===== src/rtl/sgwl_pkg.sv =====
package sgwl_pkg;

    localparam int ADDR_BITS       = 48;
    localparam int LINE_BYTES_LOG2 = 6;
    localparam int LINE_BITS       = ADDR_BITS - LINE_BYTES_LOG2;
    localparam int COUNT_BITS      = LINE_BITS + 1;
    localparam int INTERVAL_BITS   = 32;
    localparam int TOTAL_BITS      = 48;
    localparam int CFG_DATA_BITS   = COUNT_BITS;
    localparam int CFG_IDX_BITS    = 1;
    localparam int OP_BITS         = 2;

    typedef logic [OP_BITS-1:0]       op_t;
    typedef logic [ADDR_BITS-1:0]     addr_t;
    typedef logic [LINE_BITS-1:0]     line_t;
    typedef logic [COUNT_BITS-1:0]    count_t;
    typedef logic [INTERVAL_BITS-1:0] interval_t;
    typedef logic [TOTAL_BITS-1:0]    total_t;
    typedef logic [CFG_IDX_BITS-1:0]  cfg_idx_t;
    typedef logic [CFG_DATA_BITS-1:0] cfg_data_t;

    localparam op_t OP_FWD   = 2'd0;
    localparam op_t OP_REV   = 2'd1;
    localparam op_t OP_WRITE = 2'd2;

    localparam cfg_idx_t REG_LINE_COUNT    = 1'd0;
    localparam cfg_idx_t REG_MOVE_INTERVAL = 1'd1;

    localparam count_t    LINES_MIN      = COUNT_BITS'(2);
    localparam count_t    LINES_MAX      = count_t'(1) << LINE_BITS;
    localparam count_t    LINES_RESET    = LINES_MIN;
    localparam interval_t INTERVAL_RESET = INTERVAL_BITS'(100);

    // mapping state seen by the translate logic
    typedef struct packed {
        count_t line_count;
        line_t  n;
        line_t  start;
        line_t  gap;
    } map_state_t;

    typedef struct packed {
        logic out_of_region;
        logic boundary_alias;
        logic gap_hit;
    } xlate_flags_t;

    typedef struct packed {
        total_t moves;
        total_t writes;
        total_t outside;
        total_t aliased;
    } totals_t;

    function automatic total_t sat_inc(input total_t v);
        return (&v) ? v : v + total_t'(1);
    endfunction

endpackage


===== src/rtl/sgwl_in_stage.sv =====
module sgwl_in_stage (
    input  logic            clk,
    input  logic            rst_n,
    input  logic            in_valid,
    output logic            in_ready,
    input  sgwl_pkg::op_t   operation,
    input  sgwl_pkg::addr_t address,
    input  logic            take,
    output logic            item_valid,
    output sgwl_pkg::op_t   item_op,
    output sgwl_pkg::addr_t item_address
);
    import sgwl_pkg::*;

    logic  valid_reg;
    op_t   op_reg;
    addr_t address_reg;

    assign in_ready     = !valid_reg || take;
    assign item_valid   = valid_reg;
    assign item_op      = op_reg;
    assign item_address = address_reg;

    always_ff @(posedge clk or negedge rst_n)
    begin
        if (!rst_n)
        begin
            valid_reg <= 1'b0;
        end
        else if (in_ready)
        begin
            valid_reg <= in_valid;
        end
    end

    always_ff @(posedge clk)
    begin
        if (in_valid && in_ready)
        begin
            op_reg      <= operation;
            address_reg <= address;
        end
    end

endmodule


===== src/rtl/sgwl_xlate.sv =====
module sgwl_xlate (
    input  sgwl_pkg::op_t          op,
    input  sgwl_pkg::addr_t        address,
    input  sgwl_pkg::map_state_t   map,
    output sgwl_pkg::addr_t        result_address,
    output sgwl_pkg::xlate_flags_t flags
);
    import sgwl_pkg::*;

    line_t                      line;
    logic [LINE_BYTES_LOG2-1:0] off;
    count_t                     fwd_sum;
    count_t                     fwd_red;
    line_t                      fwd_mod;
    line_t                      fwd_phys;
    logic                       fwd_outside;
    logic                       rev_outside;
    logic                       rev_hit;
    line_t                      rev_base;
    line_t                      rev_diff;
    line_t                      rev_line;

    assign line = address[ADDR_BITS-1:LINE_BYTES_LOG2];
    assign off  = address[LINE_BYTES_LOG2-1:0];

    // forward: (line + start) mod n, then step over the gap
    assign fwd_sum     = {1'b0, line} + {1'b0, map.start};
    assign fwd_red     = (fwd_sum >= {1'b0, map.n}) ? fwd_sum - {1'b0, map.n} : fwd_sum;
    assign fwd_mod     = fwd_red[LINE_BITS-1:0];
    assign fwd_phys    = (fwd_mod >= map.gap) ? fwd_mod + line_t'(1) : fwd_mod;
    assign fwd_outside = line >= map.n;

    // reverse: undo the gap step, then (base - start) mod n
    assign rev_outside = {1'b0, line} >= map.line_count;
    assign rev_hit     = line == map.gap;

    always_comb
    begin
        if (rev_hit)
        begin
            rev_base = map.gap;
        end
        else if (line < map.gap)
        begin
            rev_base = line;
        end
        else
        begin
            rev_base = line - line_t'(1);
        end
        rev_diff = rev_base - map.start;
        if (rev_base >= map.start)
        begin
            rev_line = (rev_diff == map.n) ? '0 : rev_diff;
        end
        else
        begin
            rev_line = rev_diff + map.n;
        end
    end

    always_comb
    begin
        result_address = '0;
        flags          = '0;
        unique case (op)
            OP_FWD:
            begin
                flags.out_of_region  = fwd_outside;
                flags.boundary_alias = line == map.n;
                result_address       = fwd_outside ? address : {fwd_phys, off};
            end
            OP_REV:
            begin
                if (rev_outside)
                begin
                    result_address = address;
                end
                else
                begin
                    flags.gap_hit  = rev_hit;
                    result_address = {rev_line, off};
                end
            end
            default:
            begin
                result_address = '0;
            end
        endcase
    end

endmodule


===== src/rtl/sgwl_ctrl.sv =====
module sgwl_ctrl (
    input  logic                   clk,
    input  logic                   rst_n,
    input  logic                   cfg_write_en,
    input  sgwl_pkg::cfg_idx_t     cfg_index,
    input  sgwl_pkg::cfg_data_t    cfg_data,
    input  logic                   fire,
    input  sgwl_pkg::op_t          op,
    input  sgwl_pkg::xlate_flags_t flags,
    output sgwl_pkg::map_state_t   map,
    output sgwl_pkg::totals_t      totals_next,
    output logic                   moved
);
    import sgwl_pkg::*;

    count_t    line_count_reg, line_count_next;
    interval_t interval_reg, interval_next;
    line_t     start_reg, start_next;
    line_t     gap_reg, gap_next;
    interval_t since_move_reg, since_move_next;
    totals_t   totals_reg;

    count_t    n_full;
    count_t    lines_clamped;
    count_t    clamped_less_one;
    interval_t since_inc;
    line_t     start_inc;
    logic      is_write;

    assign n_full    = line_count_reg - count_t'(1);
    assign map.line_count = line_count_reg;
    assign map.n     = n_full[LINE_BITS-1:0];
    assign map.start = start_reg;
    assign map.gap   = gap_reg;

    assign is_write  = fire && (op == OP_WRITE);
    assign since_inc = (&since_move_reg) ? since_move_reg : since_move_reg + interval_t'(1);
    assign moved     = is_write && (since_inc >= interval_reg);
    assign start_inc = start_reg + line_t'(1);

    always_comb
    begin
        if (cfg_data < LINES_MIN)
        begin
            lines_clamped = LINES_MIN;
        end
        else if (cfg_data > LINES_MAX)
        begin
            lines_clamped = LINES_MAX;
        end
        else
        begin
            lines_clamped = cfg_data;
        end
        clamped_less_one = lines_clamped - count_t'(1);
    end

    always_comb
    begin
        line_count_next = line_count_reg;
        interval_next   = interval_reg;
        start_next      = start_reg;
        gap_next        = gap_reg;
        since_move_next = since_move_reg;
        totals_next     = totals_reg;

        if (is_write)
        begin
            totals_next.writes = sat_inc(totals_reg.writes);
            since_move_next    = since_inc;
        end
        if (fire && (op == OP_FWD) && flags.out_of_region)
        begin
            totals_next.outside = sat_inc(totals_reg.outside);
        end
        if (fire && (op == OP_FWD) && flags.boundary_alias)
        begin
            totals_next.aliased = sat_inc(totals_reg.aliased);
        end
        if (moved)
        begin
            // gap at slot zero wraps to the top and the rotation advances
            if (gap_reg != '0)
            begin
                gap_next = gap_reg - line_t'(1);
            end
            else
            begin
                gap_next   = map.n;
                start_next = (start_inc >= map.n) ? '0 : start_inc;
            end
            since_move_next   = '0;
            totals_next.moves = sat_inc(totals_reg.moves);
        end

        if (cfg_write_en)
        begin
            unique case (cfg_index)
                REG_LINE_COUNT:
                begin
                    line_count_next = lines_clamped;
                    gap_next        = clamped_less_one[LINE_BITS-1:0];
                    start_next      = '0;
                end
                REG_MOVE_INTERVAL:
                begin
                    interval_next = cfg_data[INTERVAL_BITS-1:0];
                end
                default:
                begin
                    interval_next = interval_reg;
                end
            endcase
        end
    end

    always_ff @(posedge clk or negedge rst_n)
    begin
        if (!rst_n)
        begin
            line_count_reg <= LINES_RESET;
            interval_reg   <= INTERVAL_RESET;
            start_reg      <= '0;
            gap_reg        <= LINE_BITS'(1);
            since_move_reg <= '0;
            totals_reg     <= '0;
        end
        else
        begin
            line_count_reg <= line_count_next;
            interval_reg   <= interval_next;
            start_reg      <= start_next;
            gap_reg        <= gap_next;
            since_move_reg <= since_move_next;
            totals_reg     <= totals_next;
        end
    end

endmodule


===== src/rtl/start_gap_wear_leveler_top.sv =====
// throughput: one item per cycle, limited only by out_ready back-pressure
// input register, then translate and counter update into the result register
// reset: start 0, gap 1 (two lines), move interval 100, all totals cleared
module start_gap_wear_leveler_top (
    input  logic                clk,
    input  logic                rst_n,
    input  logic                cfg_write_en,
    input  sgwl_pkg::cfg_idx_t  cfg_index,
    input  sgwl_pkg::cfg_data_t cfg_data,
    input  logic                in_valid,
    output logic                in_ready,
    input  sgwl_pkg::op_t       operation,
    input  sgwl_pkg::addr_t     address,
    output logic                out_valid,
    input  logic                out_ready,
    output sgwl_pkg::addr_t     result_address,
    output logic                out_of_region,
    output logic                boundary_alias,
    output logic                gap_hit,
    output logic                gap_moved,
    output sgwl_pkg::total_t    move_total,
    output sgwl_pkg::total_t    write_total,
    output sgwl_pkg::total_t    out_of_region_total,
    output sgwl_pkg::total_t    alias_total
);
    import sgwl_pkg::*;

    logic         item_valid;
    op_t          item_op;
    addr_t        item_address;
    logic         fire;
    logic         out_free;
    map_state_t   map;
    xlate_flags_t flags;
    addr_t        xlate_address;
    totals_t      totals_next;
    logic         moved;

    logic         out_valid_reg;
    addr_t        result_reg;
    xlate_flags_t flags_reg;
    logic         moved_reg;
    totals_t      totals_reg;

    assign out_free = !out_valid_reg || out_ready;
    assign fire     = item_valid && out_free;

    sgwl_in_stage u_in (
        .clk          (clk),
        .rst_n        (rst_n),
        .in_valid     (in_valid),
        .in_ready     (in_ready),
        .operation    (operation),
        .address      (address),
        .take         (fire),
        .item_valid   (item_valid),
        .item_op      (item_op),
        .item_address (item_address)
    );

    sgwl_xlate u_xlate (
        .op             (item_op),
        .address        (item_address),
        .map            (map),
        .result_address (xlate_address),
        .flags          (flags)
    );

    sgwl_ctrl u_ctrl (
        .clk          (clk),
        .rst_n        (rst_n),
        .cfg_write_en (cfg_write_en),
        .cfg_index    (cfg_index),
        .cfg_data     (cfg_data),
        .fire         (fire),
        .op           (item_op),
        .flags        (flags),
        .map          (map),
        .totals_next  (totals_next),
        .moved        (moved)
    );

    always_ff @(posedge clk or negedge rst_n)
    begin
        if (!rst_n)
        begin
            out_valid_reg <= 1'b0;
        end
        else if (out_free)
        begin
            out_valid_reg <= item_valid;
        end
    end

    always_ff @(posedge clk)
    begin
        if (fire)
        begin
            result_reg <= xlate_address;
            flags_reg  <= flags;
            moved_reg  <= moved;
            totals_reg <= totals_next;
        end
    end

    assign out_valid           = out_valid_reg;
    assign result_address      = result_reg;
    assign out_of_region       = flags_reg.out_of_region;
    assign boundary_alias      = flags_reg.boundary_alias;
    assign gap_hit             = flags_reg.gap_hit;
    assign gap_moved           = moved_reg;
    assign move_total          = totals_reg.moves;
    assign write_total         = totals_reg.writes;
    assign out_of_region_total = totals_reg.outside;
    assign alias_total         = totals_reg.aliased;

endmodule


===== config.mk =====
export PLATFORM = sky130hd
export DESIGN_NAME = start_gap_wear_leveler_top
export DESIGN_NICKNAME = d
export VERILOG_FILES = /design/src/rtl/sgwl_pkg.sv /design/src/rtl/sgwl_in_stage.sv /design/src/rtl/sgwl_xlate.sv /design/src/rtl/sgwl_ctrl.sv /design/src/rtl/start_gap_wear_leveler_top.sv
export SDC_FILE = /design/constraint.sdc
export NUM_CORES = 2
export LEC_CHECK = 0
export BUFFER_PORTS_ARGS = -buffer_cell sky130_fd_sc_hd__clkbuf_2
export CORE_ASPECT_RATIO = 0.6
export CORE_MARGIN = 2
export CORE_UTILIZATION = 42
export DETAILED_ROUTE_END_ITERATION = 10
export SLEW_MARGIN = 30
export SYNTH_ARGS = -nofsm -noshare
export SYNTH_HDL_FRONTEND = slang
export SYNTH_SLANG_ARGS = --single-unit

===== constraint.sdc =====
create_clock -name clk -period 8.5 [get_ports clk]
set_input_delay 0.425 -clock clk [delete_from_list [all_inputs] [get_ports clk]]
set_output_delay 0.425 -clock clk [all_outputs]
set_load 0.1 [all_outputs]

* After elaboration in Yosys (flattened, before gate mapping) *
Index checks and enable logic that the tools add are counted.
Widths: inputs -> output; s select.

storage, ports and cells
  flip-flop bits (word level) = 679
  memories = 0
  word-level logic and storage cells = 108
  bits in latches = 0
  memory bits (writable) = 0
  bits in read-only memories = 0

cells by class
  $lt $le $gt $ge = 10
  add/subtract/negate cells = 15
  reduce and logical (&&, ||, !) cells = 22
  $mul = 0
  eq/ne operators = 5
  shift-type cells = 0
  muxes and demuxes = 32
  bitwise gates (word level) = 2
  div/mod/pow operators = 0

operator list
  cell                   number
  $mux 42                15
  $mux 48                10
  $add 48x1->48 const B  4
  $reduce_and 48->1      4
  $ge 42x42->1           4
  $sub 42x1->42 const B  4
  $eq 42x42->1           3
  $mux 32                3
  $pmux 48 s2            1
  $mux 43                2
  $add 42x1->42 const B  2
  $sub 42x42->42         2
  $add 42x42->43         1
  $ge 42x43->1           1
  $ge 43x42->1           1
  $gt 43x43->1 const B   1
  $lt 43x2->1 const B    1
  $add 42x42->42         1
  $lt 42x42->1           1
  $reduce_bool 42->1     1
  $add 32x1->32 const B  1
  $ge 32x32->1           1
  $reduce_and 32->1      1
  $logic_and 1x1->1      7
  other kinds (10)       14

* Depth between registers and ports, before layout *
  depth after elaboration = 9
  gate-level depth with buffers = 41

* Cells and area by module *
Synthesis repeated with hierarchy kept, for this count alone.

second synthesis, totals
  cells, all modules = 5567
  area total of the unflattened synthesis = 50226.9 µm²

modules (own cells, without submodules)
  module                      cells each  instances  area each (µm²)
  sgwl_ctrl                   2521        1          22871.9
  sgwl_xlate                  2744        1          18428.9
  start_gap_wear_leveler_top  248         1          7370.8
  sgwl_in_stage               54          1          1555.2

* Worst setup path before layout *
No wires, ideal clock.

  path type = flip-flop to flip-flop
  from = register out_valid_reg, in the netlist out_valid
  to = register totals_reg (netlist bit move_total[35]) (data pin)
  cell stages (with the launch flop) = 12
  library setup time = 0.263 ns
  path slack = -0.923 ns
  data arrival time = 9.160 ns
  path buffers = 1
  required time = 8.237 ns
  cells stage by stage = dfrtp_1 nand2b_1 and2_1 nand3b_1 a311oi_1 nor2_1 inv_1 clkbuf_1 nand2_1 nor3_1 nand3_1 xnor2_1

RTL lines
  element                   RTL line                           text
  start: declaration        start_gap_wear_leveler_top.sv:39   logic out_valid_reg;
  start signal: assignment  start_gap_wear_leveler_top.sv:91   out_valid_reg <= item_valid;
  end signal: assignment    start_gap_wear_leveler_top.sv:102  totals_reg <= totals_next;
  end: declaration          start_gap_wear_leveler_top.sv:43   totals_t totals_reg;

* Final worst setup path *
  from = register u_in.address_reg[7], in the netlist u_in.item_address[7]
  to = register result_reg[34], in the netlist result_address[34] (data pin)

between the ends
  word-level cells in the longest chain between the ends = 9
  elaborated cells between the ends (all ways) = 23
  those cells by class = add/sub (6); order compare (6); eq/ne (2); mux (9)

RTL lines
  element                                                RTL line                          text
  start: declaration                                     sgwl_in_stage.sv:17               addr_t address_reg;
  start signal: assignment                               sgwl_in_stage.sv:41               address_reg <= address;
  branches (longest 8 deep; another with $sub 42x1->42)  --
  $pmux 48 s2 *                                          sgwl_xlate.sv:66                  unique case (op)
  named net u_xlate.result_address[34]                   sgwl_xlate.sv:5                   output sgwl_pkg::addr_t result_address,
  end signal: assignment                                 start_gap_wear_leveler_top.sv:99  result_reg <= xlate_address;
  end: declaration                                       start_gap_wear_leveler_top.sv:40  addr_t result_reg;

Mark *: on every way through the listed nets, which the timed path passes.
A chain may end at the register's enable or synchronous reset.

==> run metrics <==
gr busiest metal met1; Place WS -1.02 ns; Total Routed Length 196 mm; share of the clock period used by the worst path 1.01; Via density 5.80; first-pass GRT wire length 281 mm; vias in the first global route 42541; Syn Inst Count ~5300; CTS tree done; Pwr Density between 200 and 250 mW/mm²; die area ~0.12 mm²; global route overflow 0; Synth Area in Compound Gates 0.170; mux contribution to synthesized area 0.0138; CTS buffer count 72; Max Fclk approximately 120 MHz; met3 Use GR 0.0903; Clock Skew between 0.04 and 0.05 ns; startpoint types flop; worst-skew pair later-pin latency 0.71 ns; Tmin final 8.56 ns; synth cell count leaders nand2_1 (558), ha_1 (420), xnor2_1 (403); worst path bufs/invs 7; Synth Cell Area ~0.048 mm²; WHS between 0.05 and 0.06 ns; Worst path depth 40; Clock transition at path regs 0.06 ns; initial core utilization 0.423; max-cap check violation count 0; clock sinks 679; Synth area leader dfrtp_1; Seq cells post-synth between 600 and 700; hold path cells 3; syn nets 5842; GP Congestion between 0.9 and 1; leakage power 27.7 nW; Synth Area in Adders 0.110; H-tree depth 3; Hold Fails Final Rpt 0; largest family of logic cells by synthesized area simple AND/OR/NAND/NOR gates; CTS Root Cell clkbuf_16; setup TNS -0.109 ns; Mean Syn Cell Area 9.09 µm²; max FFs per register 192; Worst-Margin Slew 1.11 ns; Crit. End Element flop; Die Ht 267 µm; RSZ-0062 raised after global routing yes; Worst slew margin 0.260; number of enable flip-flop cells after synthesis between 200 and 300; crit path max fanout 8; failing checks negative setup slack; peak supply drop 0.157 mV; simple-gate share of the synthesized area 0.190; Detailed Route Iter0 Violations 5705; Critical Path RT 8.94 ns; Final WS setup -0.0555 ns; CP arrival 8.99 ns; top-area cell type share of the netlist area 0.197; Die X-Extent around 440 µm; Ys Warns 0; drt first pass iters 6; boundary pin count 345; worst r2r path cells 40; met1 usage 0.500; Netlist cell types 104; drc violations 0; wire per inst 24.3 µm; register area share after synthesis 0.382; Post-synth ARST share 0.567; pin count of the biggest net entering global routing 156; status finished, violations left; GRT met2 Usage 0.423; Hold Path Class in2reg; Post-Synth XOR/XNOR Area 0.0970; Core Region 0.114 mm²; placed inst area slightly below 0.06 mm²; Crit Path Category reg2reg; DRT antenna net count 0; CP max stage cell or4_4; most frequent cell after synthesis nand2_1; Area Growth Syn to Fin 28.9%; final instance area 0.0624 mm²; total power 12.5 mW; Final Max Slew Viols 0; HPWL after DPL 158 mm; clk buf depth 3; GRT Overall Usage 0.319; CP peak stage delay 0.51 ns; top post-synthesis cells by area dfrtp_1 (20%), edfxtp_1 (18%), ha_1 (11%); Nets 7015; layout cells sized above 1 0.250; Core Rows 96; IO buf count around 340; antenna violations before repair 11; endpoints failing setup 4; Vias 46794; ys flop type dfrtp_1; delay-heaviest family, CP simple AND/OR/NAND/NOR gates
## report_power, final
part | switching (mW) | internal, mW | leakage, nW
sequential | 0.149 | 3.67 | 8.03
combinational | 3.34 | 1.99 | 18.5
clock | 1.52 | 1.86 | 1.17
total | 5.01 | 7.53 | 27.7
## metal layers
layer / routed length [µm] / vias to the layer above / share of wire
met3: 21500 / 197 / 0.11
met2: 75700 / 2131 / 0.39
met1: 94300 / 22691 / 0.48
met5: 32 / - / 0.00016
li1: - / 21771 / -
met4: 4250 / 4 / 0.022
## through the flow
step,util,std cells
after global routing,0.546,8071
after floorplan,-,5319
after detailed placement,0.505,7835
final,0.546,8072
after CTS,0.534,8034
after global placement,0.505,7835
## worst paths after layout
| kind | start | end | slack [ns] |
|---|---|---|---|
| min in group asynchronous | rst_n | u_ctrl.start_reg[4] | 0.27 |
| max in group asynchronous | rst_n | u_ctrl.totals_reg[49] | 6.14 |
| max | u_in.item_address[7] | result_address[34] | -0.06 |
| max reg2reg | u_in.item_address[7] | result_address[34] | -0.06 |
| min reg2reg | u_ctrl.totals_reg[68] | u_ctrl.totals_reg[68] | 0.48 |
| min | cfg_data[40] | u_ctrl.line_count_reg[40] | 0.05 |
## cell type report
type | instances | area [µm²]
Sequential cell | 679 | 18500
Antenna cell | 1 | 2.50
Tap cell | 1519 | 1900
Timing Repair Buffer | 1279 | 9200
Inverter | 281 | 1050
Clock inverter | 37 | 490
Multi-Input combinational cell | 4179 | 29300
Clock buffer | 97 | 1950
Fill cell | 10454 | 51900
## timing repair
action	4_1_cts	5_1_grt
pin swaps	21	88
hold buffers	55	0
buffers inserted	10	34
endpoints found under the setup margin	42	42
resized for setup	47	208
endpoints found under the hold margin	103	0
gates cloned	0	4
## logic make-up (layout without fill, tap and decap cells)
kind of cell               count (synthesis)  in the layout
AOI/OAI and AO/OA                       1294           1294
DFF                                      679            679
other                                      0              1
buffers and inverters                    461           1694
adders and majority gates                424            424
muxes                                     61             61
and+or+nand+nor                         1864           1864
xor gates and xnor gates                 536            536
## placed cells by master, fill, tap and decap left out, drive strengths merged, types with 150 or more instances in the layout
cell / count
buf: 877
nand2: 559
clkbuf: 444
ha: 420
xnor2: 403
dfrtp: 380
o21ai: 378
a21oi: 342
nor2: 328
edfxtp: 294
inv: 289
nand3: 237
nand4: 173
a21o: 150
## tightest hold or removal path, delay by kind of cell
family                 cells  cell delay [ns]
buffers and inverters      1             0.12
and+or+nand+nor            1             0.08
AOI/OAI and AO/OA          1             0.07
(Power assumes the default switching activity.)
